`src/rtl/sjrq_pkg.sv`:
```
// Package for the shortest-job ready queue.
// Holds depth constants, item structs, opcode and status codes.
// Used by sjrq_cell and shortest_job_ready_queue_core.
package sjrq_pkg;

    // Number of cells in the chain, and the widths that follow from it.
    localparam int QUEUE_DEPTH = 16;
    localparam int CNT_W       = $clog2(QUEUE_DEPTH + 1);
    localparam int ID_W        = 16;
    localparam int KEY_W       = 16;
    localparam int OCC_W       = 5;

    // Opcode values of an input item.
    localparam logic OP_INSERT = 1'b0;
    localparam logic OP_REMOVE = 1'b1;

    // Status codes of a result item.
    localparam logic [1:0] ST_OK    = 2'd0;
    localparam logic [1:0] ST_FULL  = 2'd1;
    localparam logic [1:0] ST_EMPTY = 2'd2;

    // One input item.
    typedef struct packed {
        logic             opcode;
        logic [ID_W-1:0]  job_id;
        logic [KEY_W-1:0] burst_time;
    } t_in_item;

    // One result item.
    typedef struct packed {
        logic             out_valid;
        logic [ID_W-1:0]  out_job_id;
        logic [KEY_W-1:0] out_burst_time;
        logic [1:0]       status;
        logic [OCC_W-1:0] occupancy;
    } t_out_item;

    // One queue entry as held in a cell.
    typedef struct packed {
        logic [ID_W-1:0]  id;
        logic [KEY_W-1:0] key;
    } t_entry;

    // Control broadcast to every cell of the chain.
    typedef struct packed {
        logic   do_insert;
        logic   do_remove;
        t_entry new_entry;
    } t_cell_ctl;

endpackage

```
`src/rtl/sjrq_cell.sv`:
```
// One cell of the sorted chain: holds a single entry.
// Depends on sjrq_pkg for the entry and control structs.
module sjrq_cell
    import sjrq_pkg::*;
(
    input  logic      i_clk,
    input  t_cell_ctl i_ctl,
    input  logic      i_occupied,
    input  t_entry    i_left_entry,
    input  logic      i_left_keep,
    input  t_entry    i_right_entry,
    output t_entry    o_entry,
    output logic      o_keep
);

    t_entry r_entry;
    t_entry n_entry;

    // The cell keeps its entry on insert when it holds a key not above the new one.
    assign o_keep = i_occupied && (r_entry.key <= i_ctl.new_entry.key);

    // Insert shifts the tail right by one; remove shifts everything left.
    always_comb begin
        n_entry = r_entry;
        if (i_ctl.do_insert) begin
            if (o_keep) begin
                n_entry = r_entry;
            end else if (i_left_keep) begin
                n_entry = i_ctl.new_entry;
            end else begin
                n_entry = i_left_entry;
            end
        end else if (i_ctl.do_remove) begin
            n_entry = i_right_entry;
        end
    end

    always_ff @(posedge i_clk) begin
        r_entry <= n_entry;
    end

    assign o_entry = r_entry;

endmodule

```
`src/rtl/shortest_job_ready_queue_core.sv`:
```
// Top level of the shortest-job ready queue: a chain of sjrq_cell cells
// plus the entry counter and the registered result. Depends on sjrq_pkg.
//
// Usage:
// An item is presented on i_in with i_start high; it is accepted at any
// rising edge where i_start is high and o_busy is low. o_busy is always
// low, so one item is accepted every cycle. An insert item places its job
// behind every held job whose burst time is less than or equal to its own;
// a remove item takes the head job out of the queue.
// Each item gives one result on o_out, marked by o_done, in the cycle right
// after acceptance (throughput one item per cycle). The cells compare their
// keys against the new key and shift in the same cycle, so the next item
// already sees the updated order.
// A refused insert (full) or remove (empty) leaves the queue unchanged and
// reports it in the status field.
// Reset empties the queue by clearing the entry count; cell contents are
// left as they are and are never read before being written.
// The receiver cannot stall: a result is shown for exactly one cycle.
module shortest_job_ready_queue_core
    import sjrq_pkg::*;
(
    input  logic      i_clk,
    input  logic      i_rst_n,
    input  logic      i_start,
    input  t_in_item  i_in,
    output logic      o_busy,
    output logic      o_done,
    output t_out_item o_out
);

    logic [CNT_W-1:0] r_count;
    logic [CNT_W-1:0] n_count;
    logic             r_done;
    t_out_item        r_out;
    t_out_item        n_out;

    logic      accept;
    logic      is_full;
    logic      is_empty;
    t_cell_ctl cell_ctl;

    t_entry cell_entry [QUEUE_DEPTH];
    logic   cell_keep  [QUEUE_DEPTH];
    logic   cell_occ   [QUEUE_DEPTH];

    assign o_busy   = 1'b0;
    assign accept   = i_start && !o_busy;
    assign is_full  = (r_count == CNT_W'(QUEUE_DEPTH));
    assign is_empty = (r_count == '0);

    // Broadcast control to the chain.
    always_comb begin
        cell_ctl.do_insert        = accept && (i_in.opcode == OP_INSERT) && !is_full;
        cell_ctl.do_remove        = accept && (i_in.opcode == OP_REMOVE) && !is_empty;
        cell_ctl.new_entry.id     = i_in.job_id;
        cell_ctl.new_entry.key    = i_in.burst_time;
    end

    // The chain of cells; the head cell sees a left neighbor that always keeps,
    // so it takes the new entry whenever it does not keep its own.
    for (genvar g = 0; g < QUEUE_DEPTH; g++) begin : g_cell
        t_entry left_entry;
        logic   left_keep;
        t_entry right_entry;

        assign cell_occ[g] = (CNT_W'(g) < r_count);

        if (g == 0) begin : g_head
            assign left_entry = cell_ctl.new_entry;
            assign left_keep  = 1'b1;
        end else begin : g_body
            assign left_entry = cell_entry[g-1];
            assign left_keep  = cell_keep[g-1];
        end

        if (g == QUEUE_DEPTH - 1) begin : g_tail
            assign right_entry = '0;
        end else begin : g_inner
            assign right_entry = cell_entry[g+1];
        end

        sjrq_cell u_cell (
            .i_clk         (i_clk),
            .i_ctl         (cell_ctl),
            .i_occupied    (cell_occ[g]),
            .i_left_entry  (left_entry),
            .i_left_keep   (left_keep),
            .i_right_entry (right_entry),
            .o_entry       (cell_entry[g]),
            .o_keep        (cell_keep[g])
        );
    end

    // Next entry count.
    always_comb begin
        n_count = r_count;
        if (cell_ctl.do_insert) begin
            n_count = r_count + CNT_W'(1);
        end else if (cell_ctl.do_remove) begin
            n_count = r_count - CNT_W'(1);
        end
    end

    // Result item: status and head job from the state before this item, occupancy from the count after it.
    always_comb begin
        n_out                = '0;
        n_out.occupancy      = OCC_W'(n_count);
        if (i_in.opcode == OP_INSERT) begin
            n_out.status = is_full ? ST_FULL : ST_OK;
        end else if (is_empty) begin
            n_out.status = ST_EMPTY;
        end else begin
            n_out.status         = ST_OK;
            n_out.out_valid      = 1'b1;
            n_out.out_job_id     = cell_entry[0].id;
            n_out.out_burst_time = cell_entry[0].key;
        end
    end

    // Control registers.
    always_ff @(posedge i_clk) begin
        if (!i_rst_n) begin
            r_count <= '0;
            r_done  <= 1'b0;
        end else begin
            r_count <= n_count;
            r_done  <= accept;
        end
    end

    // Result payload register.
    always_ff @(posedge i_clk) begin
        if (accept) begin
            r_out <= n_out;
        end
    end

    assign o_done = r_done;
    assign o_out  = r_out;

    // The count never passes the depth.
    a_count_bound: assert property (@(posedge i_clk) disable iff (!i_rst_n)
        r_count <= CNT_W'(QUEUE_DEPTH))
        else $error("entry count above queue depth");

    // Every accepted item gives a result in the next cycle, and only then.
    a_done_follows: assert property (@(posedge i_clk) disable iff (!i_rst_n)
        accept |=> o_done)
        else $error("accepted item gave no result");

    a_no_spurious: assert property (@(posedge i_clk) disable iff (!i_rst_n)
        !accept |=> !o_done)
        else $error("result without an accepted item");

    // A returned job always carries ok status and lowers the count by one.
    a_remove_count: assert property (@(posedge i_clk) disable iff (!i_rst_n)
        cell_ctl.do_remove |=> (r_count == $past(r_count) - CNT_W'(1))
            && o_out.out_valid && (o_out.status == ST_OK))
        else $error("remove did not return the head job");

    // Refusals leave the count unchanged.
    a_refused_hold: assert property (@(posedge i_clk) disable iff (!i_rst_n)
        (accept && !cell_ctl.do_insert && !cell_ctl.do_remove) |=> $stable(r_count))
        else $error("refused item changed the entry count");

endmodule

```
`config.mk`:
```
export PLATFORM = sky130hd
export DESIGN_NAME = shortest_job_ready_queue_core
export DESIGN_NICKNAME = d
export VERILOG_FILES = /design/src/rtl/sjrq_pkg.sv /design/src/rtl/sjrq_cell.sv /design/src/rtl/shortest_job_ready_queue_core.sv
export SDC_FILE = /design/constraint.sdc
export NUM_CORES = 2
export LEC_CHECK = 0
export ABC_AREA = 1
export BUFFER_PORTS_ARGS = -buffer_cell sky130_fd_sc_hd__buf_2
export CAP_MARGIN = 20
export CORE_MARGIN = 3
export CORE_UTILIZATION = 46
export CTS_BUF_LIST = sky130_fd_sc_hd__clkbuf_4 sky130_fd_sc_hd__clkbuf_8
export DETAILED_ROUTE_END_ITERATION = 8
export SLEW_MARGIN = 20
export SYNTH_ARGS = -nofsm -noshare
export SYNTH_HDL_FRONTEND = slang
export SYNTH_SLANG_ARGS = --single-unit
```
`constraint.sdc`:
```
create_clock -name i_clk -period 5 [get_ports i_clk]
set_input_delay 1 -clock i_clk [delete_from_list [all_inputs] [get_ports i_clk]]
set_output_delay 1 -clock i_clk [all_outputs]
set_load 0.01 [all_outputs]
```
==> flow_summary.json <==
{
  "clock-sinks": 558,
  "fin_setup_tns_ns": 0,
  "drc_errors": 0,
  "totalWireLength_mm": 89.18,
  "syn_area_um2": 35520,
  "ir_worst_vdd_mv": 0.2168,
  "dp_hpwl_mm": 64.75,
  "ys_seq_area_share_pct": 47.00,
  "dieArea_um2": 80590,
  "initial_core_util_pct": 46.61,
  "crit_start": "r_count[0]",
  "arrival_ns": 4.20,
  "place_area_um2": 36750,
  "gp_congestion": 0.8457,
  "grt_usage_pct": 21.98,
  "clockRootBuffer": "clkbuf_8",
  "final_area_um2": 38610,
  "grt_setup_unrepaired": "no",
  "cts_tree": "done",
  "fin_crit_ns": 3.643,
  "power_density_nw_per_um2": 351.4,
  "ant_nets": 0,
  "cp_max_fo": 50,
  "finalHoldViolCount": 0,
  "fin_ws_ns": 1.357,
  "syn-num-nets": 5006,
  "synthTopCellsByArea": "edfxtp_1 (47%), nand2_1 (27%), ha_1 (9.1%)",
  "multi_input_area_um2": 15680,
  "end_kind": "flip-flop",
  "die_h_um": 283.9,
  "clockBufferDepth": 3,
  "synthTopCellsByCount": "nand2_1 (2596), inv_1 (565), edfxtp_1 (552)",
  "nets": 5055,
  "yosysMostFrequentCell": "nand2_1",
  "syn_to_final_growth_pct": 8.697,
  "via_count": 27760,
  "hold_buffers": 0,
  "drv_slew": 0,
  "gr-total-overflow": 0,
  "finalNonFillerCells": 5865,
  "fillerInstances": 7508,
  "critical_path_class": "flip-flop to flip-flop",
  "grt_max_degree": 240,
  "skew_ns": 0.03340,
  "max_freq_mhz": 274.5,
  "avgViaCountPerCell": 4.732,
  "r2r-start": "r_count[0]",
  "fin_crit_sh_pct": 72.86,
  "cts_buffers": 99,
  "worstHoldPathType": "flip-flop to flip-flop",
  "ys_warn_count": 0,
  "htreeDepth": 3,
  "ys_async_sr_fraction_pct": 0,
  "cp_cell_sequence": "inv_1, ha_1, nand2_2, nor2_2, nand2_2, nand2_8, inv_4, buf_4, nand2_2, nand2_1, nand2_1, nand2_1",
  "coreArea_um2": 76200,
  "cap_viol_max_count": 0,
  "antenna_found_initial": 1,
  "slowest_delay_ns": 0.62,
  "hp-start": "g_cell[15].u_cell.o_entry[16]",
  "syn_inst": 4711,
  "clk_pin_slew_ns": 0.06,
  "avgSynthCellArea_um2": 7.540,
  "synth_top_cell_by_area": "edfxtp_1",
  "wl_per_cell_um": 15.21,
  "synth_edf_count": 552,
  "synth_ff_type": "edfxtp_1",
  "relSlewSlack_pct": 8.517,
  "clkLatencyLatePin_ns": 0.71,
  "synth_top_area_share_pct": 46.67,
  "ios": 78,
  "worstMarginPinSlew_ns": 1.372,
  "drt_pre_antenna_iters": 7,
  "placed_cells": 5689,
  "io_buffer_count": 76,
  "synth_cell_types": 32,
  "slowest_stage": "inv_4",
  "post_cts_buffers": 0,
  "ys_ff_latch": 558,
  "final_layout_size_suffix_gt1_share_pct": 7.490,
  "start_kind": "flip-flop",
  "leakage_nw": 21.92,
  "post_cts_resized": 0,
  "grt_pass1_vias": 27160,
  "dp_slack_ns": 0.9904,
  "drt_iter0_drc": 2247,
  "setup_viol": 0,
  "cp.required_ns": 5.55,
  "status": "complete, no violations",
  "die_x_um": 283.9,
  "grt_pass1_wl_mm": 145.3,
  "regArea_um2": 16700,
  "fp-row-count": 101
}
-- worst paths after layout --
kind	to	slack (ns)	depth (start not counted)
worst min register to register	g_cell[14].u_cell.o_entry[16]	0.52	2
worst min-delay path	g_cell[14].u_cell.o_entry[16]	0.52	2
worst max register to register	g_cell[14].u_cell.o_entry[13]	1.36	12
worst max-delay path	g_cell[14].u_cell.o_entry[13]	1.36	12
-- placed cells by master (no fill, tap or decap), drive strengths merged, types with 14 or more instances in the layout --
| cell type | Yosys | routed |
|---|---|---|
| edfxtp | 552 | 552 |
| clkbuf | 39 | 133 |
| a21o | 14 | 14 |
| ha | 259 | 259 |
| nor2 | 152 | 152 |
| inv | 570 | 572 |
| clkinv | 0 | 39 |
| nand4 | 17 | 17 |
| nand2 | 2650 | 2650 |
| buf | 161 | 148 |
| a21oi | 134 | 134 |
| nand3 | 66 | 66 |
| o21ai | 63 | 63 |
| nor3 | 20 | 20 |
-- layout make-up --
| cell class | count | area share [%] |
|---|---|---|
| flip-flops and latches | 558 | 43.24 |
| multi-input cells | 3383 | 40.60 |
| inverters | 570 | 5.554 |
| clock buffers | 133 | 4.206 |
| well taps | 1030 | 3.338 |
| repair buffers | 148 | 2.450 |
| clock inverters | 41 | 0.5963 |
| diodes | 2 | 0.01296 |
-- kinds of logic (layout without fill, tap and decap cells) --
group | after synthesis | after routing | share of synthesized area (%)
flip-flops | 558 | 558 | 47.00
XOR/XNOR | 2 | 2 | 0.04932
adder cells (fa/ha/maj) | 259 | 259 | 9.123
other | 1 | 3 | 0.01056
buffers and inverters | 770 | 892 | 9.018
AND/OR/NAND/NOR | 2905 | 2905 | 31.59
AO/OA/AOI/OAI | 216 | 216 | 3.202
-- stage by stage --
step                      util [%]  hold slack (ns)  total power, mW
after floorplan                  -           0.4944            8.675
after global placement       48.23           0.4983            9.485
after detailed placement     48.23           0.5058            9.558
after CTS                    50.66           0.4982            13.70
after global routing         50.67           0.5413            14.49
final                        50.67           0.5163            13.57
-- sequential cells by signal, summed over array words and instances, names as in the netlist --
signal / flops
o_out: 40
g_cell.u_cell.o_entry: 512
o_done: 1
r_count: 5
-- routing by layer --
| metal | vias up | global-route usage [%] | part of all wire (%) |
|---|---|---|---|
| met2 | 670 | 34.90 | 44 |
| li1 | 14750 | - | - |
| met1 | 12210 | 31.78 | 49 |
| met3 | 127 | 2.771 | 5.7 |
| met5 | - | 0 | 0 |
| met4 | 0 | 5.869 | 1.9 |
-- power breakdown --
group          switching (mW)  leakage (nW)  internal, mW
logic                    2.06          15.6          1.02
registers               0.359          5.35          6.04
clock network            1.98         0.981          2.11
total                    4.40          21.9          9.17
-- worst max-delay path: cells and delay by family (launching register included) --
| kind | cells | cell delay, ns |
|---|---|---|
| buf+inv | 3 | 1.42 |
| simple gates | 8 | 1.26 |
| flops | 1 | 0.51 |
| fa+ha+maj | 1 | 0.27 |
(Power assumes the default switching activity.)
